$ cat config.mk
export PLATFORM = sky130hd
export DESIGN_NAME = modular_synthetic_division
export DESIGN_NICKNAME = d
export VERILOG_FILES = /design/src/mdsd_pkg.sv /design/src/modular_synthetic_division.sv /design/src/mdsd_modstep.sv /design/src/mdsd_ctrl.sv
export SDC_FILE = /design/constraint.sdc
export NUM_CORES = 1
export LEC_CHECK = 0
export BUFFER_PORTS_ARGS = -buffer_cell sky130_fd_sc_hd__buf_2
export CORE_AREA = 2 2 351 283
export CTS_CLUSTER_SIZE = 12
export DETAILED_ROUTE_END_ITERATION = 6
export DIE_AREA = 0 0 353 285
export PLACE_DENSITY = 0.48
export SYNTH_ARGS = -nofsm -noshare
export SYNTH_HDL_FRONTEND = slang
export SYNTH_HIERARCHICAL = 1
export SYNTH_SLANG_ARGS = --single-unit
$ cat constraint.sdc
create_clock -name clk -period 12.6 [get_ports clk]
set_clock_uncertainty 0.15 [all_clocks]
set_input_delay 3.78 -clock clk [delete_from_list [all_inputs] [get_ports clk]]
set_output_delay 3.78 -clock clk [all_outputs]
set_load 0.1 [all_outputs]
$ cat src/mdsd_pkg.sv
// Shared types and constants for the modular synthetic division block.
package mdsd_pkg;

	localparam int WORD_BITS_DEF = 64;
	localparam int DATA_W        = 64;
	localparam int CFG_IDX_W     = 1;

	localparam logic [CFG_IDX_W-1:0] REG_MODULUS = 1'b0;
	localparam logic [CFG_IDX_W-1:0] REG_ROOT    = 1'b1;

	typedef struct packed {
		logic [DATA_W-1:0] coefficient;
		logic              final_coeff;
	} in_item_t;

	typedef struct packed {
		logic [DATA_W-1:0] value;
		logic              is_remainder;
	} out_item_t;

	typedef enum logic [2:0] {
		ST_IDLE,
		ST_PREP,
		ST_ROOT,
		ST_STEP,
		ST_DONE
	} state_t;

	typedef struct packed {
		logic idle;
		logic load_root;
		logic step;
		logic root_pass;
		logic pass_end;
		logic load_out;
	} ctl_t;

endpackage

$ cat src/modular_synthetic_division.sv
// Top level: Horner synthetic division by (x - root) modulo a runtime modulus.
//
// Channels: in (in_valid/in_ready/in_data) takes one coefficient per beat,
// highest degree first, final_coeff set on the constant term. out
// (out_valid/out_ready/out_data) gives one beat per input: a quotient
// coefficient, or the remainder with is_remainder set. cfg (cfg_valid/
// cfg_ready/cfg_index/cfg_data) writes modulus (index 0) or root (index 1).
// Each input beat runs through one shared modular shift-add unit
// (2r + coeff bit + acc bit * root, one bit per cycle), then loads the
// output register; no new beat is taken until that load has happened.
// Each configuration write is followed by a pass that reduces root
// under the current modulus; inputs and further writes wait meanwhile.
// Reset sets modulus 1, root 0 and awaits a leading coefficient.
// A stalled result holds in the output register; the block then waits with
// its next result until the register empties.
module modular_synthetic_division #(
	parameter int WORD_BITS = mdsd_pkg::WORD_BITS_DEF
) (
	input  logic                              clk,
	input  logic                              arst_n,
	input  logic                              in_valid,
	output logic                              in_ready,
	input  mdsd_pkg::in_item_t                in_data,
	output logic                              out_valid,
	input  logic                              out_ready,
	output mdsd_pkg::out_item_t               out_data,
	input  logic                              cfg_valid,
	output logic                              cfg_ready,
	input  logic [mdsd_pkg::CFG_IDX_W-1:0]    cfg_index,
	input  logic [mdsd_pkg::DATA_W-1:0]       cfg_data
);

	localparam int W  = WORD_BITS;
	localparam int DW = mdsd_pkg::DATA_W;

	mdsd_pkg::ctl_t      ctl;
	mdsd_pkg::out_item_t out_q;
	logic [W-1:0]        modulus_q;
	logic [W-1:0]        root_q;
	logic [W-1:0]        root_red_q;
	logic [W-1:0]        acc_q;
	logic                in_prog_q;
	logic                out_valid_q;
	logic [W-1:0]        coef_sh_q;
	logic [W-1:0]        acc_sh_q;
	logic [W-1:0]        r_q;
	logic                last_q;
	logic [W-1:0]        r_next;
	logic                cfg_fire;
	logic                in_fire;
	logic                out_fire;

	assign cfg_ready = ctl.idle;
	assign in_ready  = ctl.idle && !cfg_valid;
	assign cfg_fire  = cfg_valid && cfg_ready;
	assign in_fire   = in_valid && in_ready;
	assign out_fire  = out_valid_q && out_ready;
	assign out_valid = out_valid_q;
	assign out_data  = out_q;

	mdsd_ctrl #(.W(W)) u_ctrl (
		.clk      (clk),
		.arst_n   (arst_n),
		.cfg_fire (cfg_fire),
		.in_fire  (in_fire),
		.out_free (!out_valid_q || out_ready),
		.ctl      (ctl)
	);

	mdsd_modstep #(.W(W)) u_step (
		.acc_r   (r_q),
		.cbit    (coef_sh_q[W-1]),
		.abit    (acc_sh_q[W-1]),
		.addend  (root_red_q),
		.modulus (modulus_q),
		.r_next  (r_next)
	);

	always_ff @(posedge clk or negedge arst_n) begin
		if (!arst_n) begin
			modulus_q   <= W'(1);
			root_q      <= '0;
			root_red_q  <= '0;
			in_prog_q   <= 1'b0;
			out_valid_q <= 1'b0;
		end else begin
			if (cfg_fire) begin
				unique case (cfg_index)
					mdsd_pkg::REG_MODULUS: modulus_q <= cfg_data[W-1:0];
					mdsd_pkg::REG_ROOT:    root_q    <= cfg_data[W-1:0];
					default:               root_q    <= root_q;
				endcase
			end
			if (ctl.root_pass && ctl.pass_end) begin
				root_red_q <= r_next;
			end
			if (ctl.load_out) begin
				in_prog_q   <= !last_q;
				out_valid_q <= 1'b1;
			end else if (out_fire) begin
				out_valid_q <= 1'b0;
			end
		end
	end

	always_ff @(posedge clk) begin
		if (in_fire) begin
			coef_sh_q <= in_data.coefficient[W-1:0];
			acc_sh_q  <= in_prog_q ? acc_q : '0;
			r_q       <= '0;
			last_q    <= in_data.final_coeff;
		end else if (ctl.load_root) begin
			coef_sh_q <= root_q;
			acc_sh_q  <= '0;
			r_q       <= '0;
		end else if (ctl.step) begin
			coef_sh_q <= {coef_sh_q[W-2:0], 1'b0};
			acc_sh_q  <= {acc_sh_q[W-2:0], 1'b0};
			r_q       <= r_next;
		end
		if (ctl.load_out) begin
			acc_q              <= r_q;
			out_q.value        <= DW'(r_q);
			out_q.is_remainder <= last_q;
		end
	end

`ifndef SYNTHESIS
	a_r_below_n: assert property (@(posedge clk) disable iff (!arst_n)
		(ctl.step && !ctl.root_pass) |-> ({1'b0, r_q} < {(modulus_q == '0), modulus_q}))
		else $error("running value not reduced below modulus");

	a_busy_after_in: assert property (@(posedge clk) disable iff (!arst_n)
		in_fire |=> (!in_ready && !cfg_ready))
		else $error("ready while an item is in work");

	a_run_end: assert property (@(posedge clk) disable iff (!arst_n)
		$fell(in_prog_q) |-> (out_valid_q && out_q.is_remainder))
		else $error("run ended without a remainder beat");
`endif

endmodule

$ cat src/mdsd_modstep.sv
// Shared modular step unit: r' = (2r + cbit + abit*addend) mod n, n = 0 meaning 2^W.
module mdsd_modstep #(
	parameter int W = mdsd_pkg::WORD_BITS_DEF
) (
	input  logic [W-1:0] acc_r,
	input  logic         cbit,
	input  logic         abit,
	input  logic [W-1:0] addend,
	input  logic [W-1:0] modulus,
	output logic [W-1:0] r_next
);

	logic [W:0]   n_e;
	logic [W+1:0] n1;
	logic [W+1:0] n2;
	logic [W+1:0] sum;
	logic [W+1:0] dif1;
	logic [W+1:0] dif2;
	logic [W+1:0] res;

	always_comb begin
		n_e  = {(modulus == '0), modulus};
		n1   = {1'b0, n_e};
		n2   = {n_e, 1'b0};
		sum  = {1'b0, acc_r, cbit} + {2'b00, (abit ? addend : '0)};
		dif1 = sum - n1;
		dif2 = sum - n2;
		priority if (sum >= n2) begin
			res = dif2;
		end else if (sum >= n1) begin
			res = dif1;
		end else begin
			res = sum;
		end
		r_next = res[W-1:0];
	end

endmodule

$ cat src/mdsd_ctrl.sv
// Sequencer: bit counter and pass control for the shared modular step unit.
module mdsd_ctrl #(
	parameter int W = mdsd_pkg::WORD_BITS_DEF
) (
	input  logic          clk,
	input  logic          arst_n,
	input  logic          cfg_fire,
	input  logic          in_fire,
	input  logic          out_free,
	output mdsd_pkg::ctl_t ctl
);

	localparam int CNT_W = $clog2(W);
	localparam logic [CNT_W-1:0] CNT_LAST = CNT_W'(W - 1);

	mdsd_pkg::state_t state_q;
	mdsd_pkg::state_t state_d;
	logic [CNT_W-1:0] cnt_q;

	always_ff @(posedge clk or negedge arst_n) begin
		if (!arst_n) begin
			state_q <= mdsd_pkg::ST_IDLE;
			cnt_q   <= '0;
		end else begin
			state_q <= state_d;
			cnt_q   <= (ctl.step && !ctl.pass_end) ? cnt_q + 1'b1 : '0;
		end
	end

	always_comb begin
		state_d = state_q;
		ctl     = '0;
		unique case (state_q)
			mdsd_pkg::ST_IDLE: begin
				ctl.idle = 1'b1;
				if (cfg_fire) begin
					state_d = mdsd_pkg::ST_PREP;
				end else if (in_fire) begin
					state_d = mdsd_pkg::ST_STEP;
				end
			end
			mdsd_pkg::ST_PREP: begin
				ctl.load_root = 1'b1;
				state_d       = mdsd_pkg::ST_ROOT;
			end
			mdsd_pkg::ST_ROOT: begin
				ctl.step      = 1'b1;
				ctl.root_pass = 1'b1;
				ctl.pass_end  = (cnt_q == CNT_LAST);
				if (ctl.pass_end) begin
					state_d = mdsd_pkg::ST_IDLE;
				end
			end
			mdsd_pkg::ST_STEP: begin
				ctl.step     = 1'b1;
				ctl.pass_end = (cnt_q == CNT_LAST);
				if (ctl.pass_end) begin
					state_d = mdsd_pkg::ST_DONE;
				end
			end
			mdsd_pkg::ST_DONE: begin
				if (out_free) begin
					ctl.load_out = 1'b1;
					state_d      = mdsd_pkg::ST_IDLE;
				end
			end
			default: begin
				state_d = mdsd_pkg::ST_IDLE;
			end
		endcase
	end

`ifndef SYNTHESIS
	a_pass_len: assert property (@(posedge clk) disable iff (!arst_n)
		(ctl.step && !ctl.pass_end) |=> (ctl.step && cnt_q == $past(cnt_q) + 1'b1))
		else $error("bit counter skipped during a pass");
`endif

endmodule
==> out/metrics.yaml <==
outcome: "finished clean"
grt_usage_pct: 19.9
placed_area_mm2: 0.0339
timing.hold.ws_ps: 323
cts_sinks: 461
relSlewSlack_pct: 25.5
min_period_ps: 9330
vias: 25000
antennaDiodeCount: 0
setup_tns_ps: 0
drive_above_1_share_pct: 19.3
crit_buf_inv: 1
ant_nets: 0
yosys_warnings: 6
cts_buffers: 52
clock_path_buffers: 3
clk_pin_slew_ps: 80
yosysUniqueCellTypes: 85
syn_inst: 3227
worstPathArrival_ps: 9680
rows: 103
nets: 3670
highest_layer: "met5"
worstSetupPathType: "flop to flop"
max_stage_delay_ps: 690
min_path_cells: 0
grt_pass1_wl_um: 156000
path_max_fanout: 73
netlist_area_mm2: 0.0319
wl_per_cell_um: 21.9
wl_met2_um: 39000
async_reset_ff_share_pct: 44.0
stdcell_area_mm2: 0.0356
firstDrtPassIters: 5
synth-seq-cells: 461
maxSlewViolCount: 0
hpwl_um: 79000
synth-edff-count: 194
start_kind: "flop"
min_period_over_period_pct: 74.1
fp.dieH_um: 285
synthesis.nets: 3560
crit_cells: 25
cp-end-kind: "flop"
antenna_found_initial: 3
ys.flop_type: "dfrtp_1"
drt-met1-wl_um: 56300
instances_no_fill: 4693
grt_pass1_vias: 24200
rsz0062_at_grt: "false"
cts-resized-gates: 0
pin_count: 203
cp_top_family: "simple AND/OR/NAND/NOR gates"
syn_to_final_growth_pct: 11.6
placed_cells: 4595
die_w_um: 353
gp_congestion: 0.924
h-tree-depth: 2
wl_met3_um: 5880
synth.yosys.seq_area_share_pct: 38.2
die_area_mm2: 0.101
postCtsSetupRepairBufs: 0
fmax_ghz: 0.107
drc: 0
postCtsHoldBufs: 0
cts_tree: "yes"
clock_latency_ps: 630
initial_core_util_pct: 32.6
finalHoldViolations: 0
tightest_slew_ps: 1120
setup_viol: 0
core-area_mm2: 0.0977
portBuffers: 202
syn-mean-instance-area_um2: 9.88
critPathRequiredTime_ps: 12950
cts-root-buf: "clkbuf_16"
cp_slowest_cell: "buf_4"
viasPerCell: 5.34
grt_start_max_net_pins: 133
finalWirelength_um: 103000
first_iter_violations: 2241
ff2ff_path_depth: 25
overflow: 0
hp-class: "flop to flop"
maxCapViolations: 0
-- placed cells by master (no fill, tap or decap), types with 20 or more instances in the layout --
| cell | instances |
|---|---|
| ha_1 | 195 |
| clkbuf_16 | 53 |
| and3_1 | 26 |
| nand2_1 | 282 |
| a21oi_1 | 226 |
| and2_1 | 72 |
| mux2i_1 | 170 |
| o21ai_0 | 171 |
| a21o_1 | 108 |
| nand3_1 | 40 |
| o21bai_1 | 49 |
| a31oi_1 | 28 |
| a211oi_1 | 25 |
| xor2_1 | 74 |
| nor3_1 | 91 |
| nor2_1 | 111 |
| edfxtp_1 | 194 |
| dfrtp_1 | 201 |
| mux2_2 | 318 |
| o21a_1 | 21 |
| xnor2_1 | 107 |
| buf_2 | 201 |
| dfxtp_1 | 64 |
| nand4_1 | 53 |
| inv_1 | 128 |
| nor4_1 | 29 |
| nor2b_1 | 20 |
| nand2b_1 | 85 |
-- path summary, 6_finish.rpt --
kind | end | from | slack, ps
setup / recovery | root_red_q[44] | acc_sh_q[63] | 3270
min in group asynchronous | root_red_q[49] | arst_n | 3030
hold reg to reg | acc_q[21] | r_q[21] | 320
max in group asynchronous | root_red_q[7] | arst_n | 8050
hold / removal | acc_q[21] | r_q[21] | 320
setup reg to reg | root_red_q[44] | acc_sh_q[63] | 3270
-- cell usage after synthesis, types with 53 or more instances --
| master | instances | area share (%) |
|---|---|---|
| mux2_2 | 318 | 11 |
| nand2_1 | 283 | 3.3 |
| a21oi_1 | 226 | 3.5 |
| dfrtp_1 | 202 | 16 |
| ha_1 | 195 | 7.7 |
| edfxtp_1 | 194 | 18 |
| o21ai_0 | 171 | 2.7 |
| mux2i_1 | 170 | 5.3 |
| inv_1 | 130 | 1.5 |
| nor2_1 | 111 | 1.3 |
| a21o_1 | 108 | 2.5 |
| xnor2_1 | 107 | 2.9 |
| nor3_1 | 91 | 1.4 |
| clkbuf_1 | 87 | 1.0 |
| nand2b_1 | 85 | 1.7 |
| xor2_1 | 74 | 2.0 |
| and2_1 | 72 | 1.4 |
| dfxtp_1 | 64 | 4.0 |
| nand4_1 | 53 | 1.0 |
-- worst reg2reg max path: cells and delay by family, from the launching register on --
kind,cells,cell delay (ps)
flip-flops,1,670
AO/OA/AOI/OAI,9,2880
buffers and inverters,1,700
XOR/XNOR,1,430
AND/OR/NAND/NOR,11,3330
adder cells (fa/ha/maj),2,750
multiplexers,1,280
-- flip-flops by register name (all words and copies together), names as in the netlist --
register and count:
acc_q 64, acc_sh_q 64, coef_sh_q 64, in_prog_q 1
last_q 1, modulus_q 64, out_data 1, out_valid 1
r_q 64, root_q 64, root_red_q 64, u_ctrl/cnt_q 6
u_ctrl/state_q 3
-- through the flow --
stage | utilization, % | setup WS, ps
2_1_floorplan | - | 3550
3_3_place_gp | 34.7 | 3560
3_5_place_dp | 34.7 | 3390
4_1_cts | 36.4 | 3310
5_1_grt | 36.4 | 2710
6_report | 36.4 | 3270
-- layer usage --
metal | vias to the layer above | GRT usage [%]
met1 | 12200 | 33.1
met4 | 2 | 3.39
met3 | 80 | 2.84
met5 | - | 0
met2 | 690 | 26.8
li1 | 12000 | -
-- kinds of logic (layout without fill, tap and decap cells) --
logic type / after synthesis / after routing / share of synthesized area (%)
compound gates: 750 / 750 / 14.8
xor+xnor: 181 / 181 / 4.97
mux: 488 / 488 / 16.6
fa+ha+maj: 198 / 198 / 7.84
simple gates: 850 / 850 / 13.3
flops: 461 / 461 / 38.2
buf+inv: 299 / 453 / 4.26
-- layout make-up --
class / instances / area, µm²
Multi-Input combinational cell: 2467 / 18400
Timing Repair Buffer: 223 / 1200
Clock inverter: 26 / 244
Fill cell: 10100 / 62100
Inverter: 132 / 498
Tap cell: 1312 / 1640
Clock buffer: 72 / 1440
Sequential cell: 461 / 12200
Power is not shown: default switching activity piles up to over one toggle a cycle in this logic, so the estimate is an artifact.
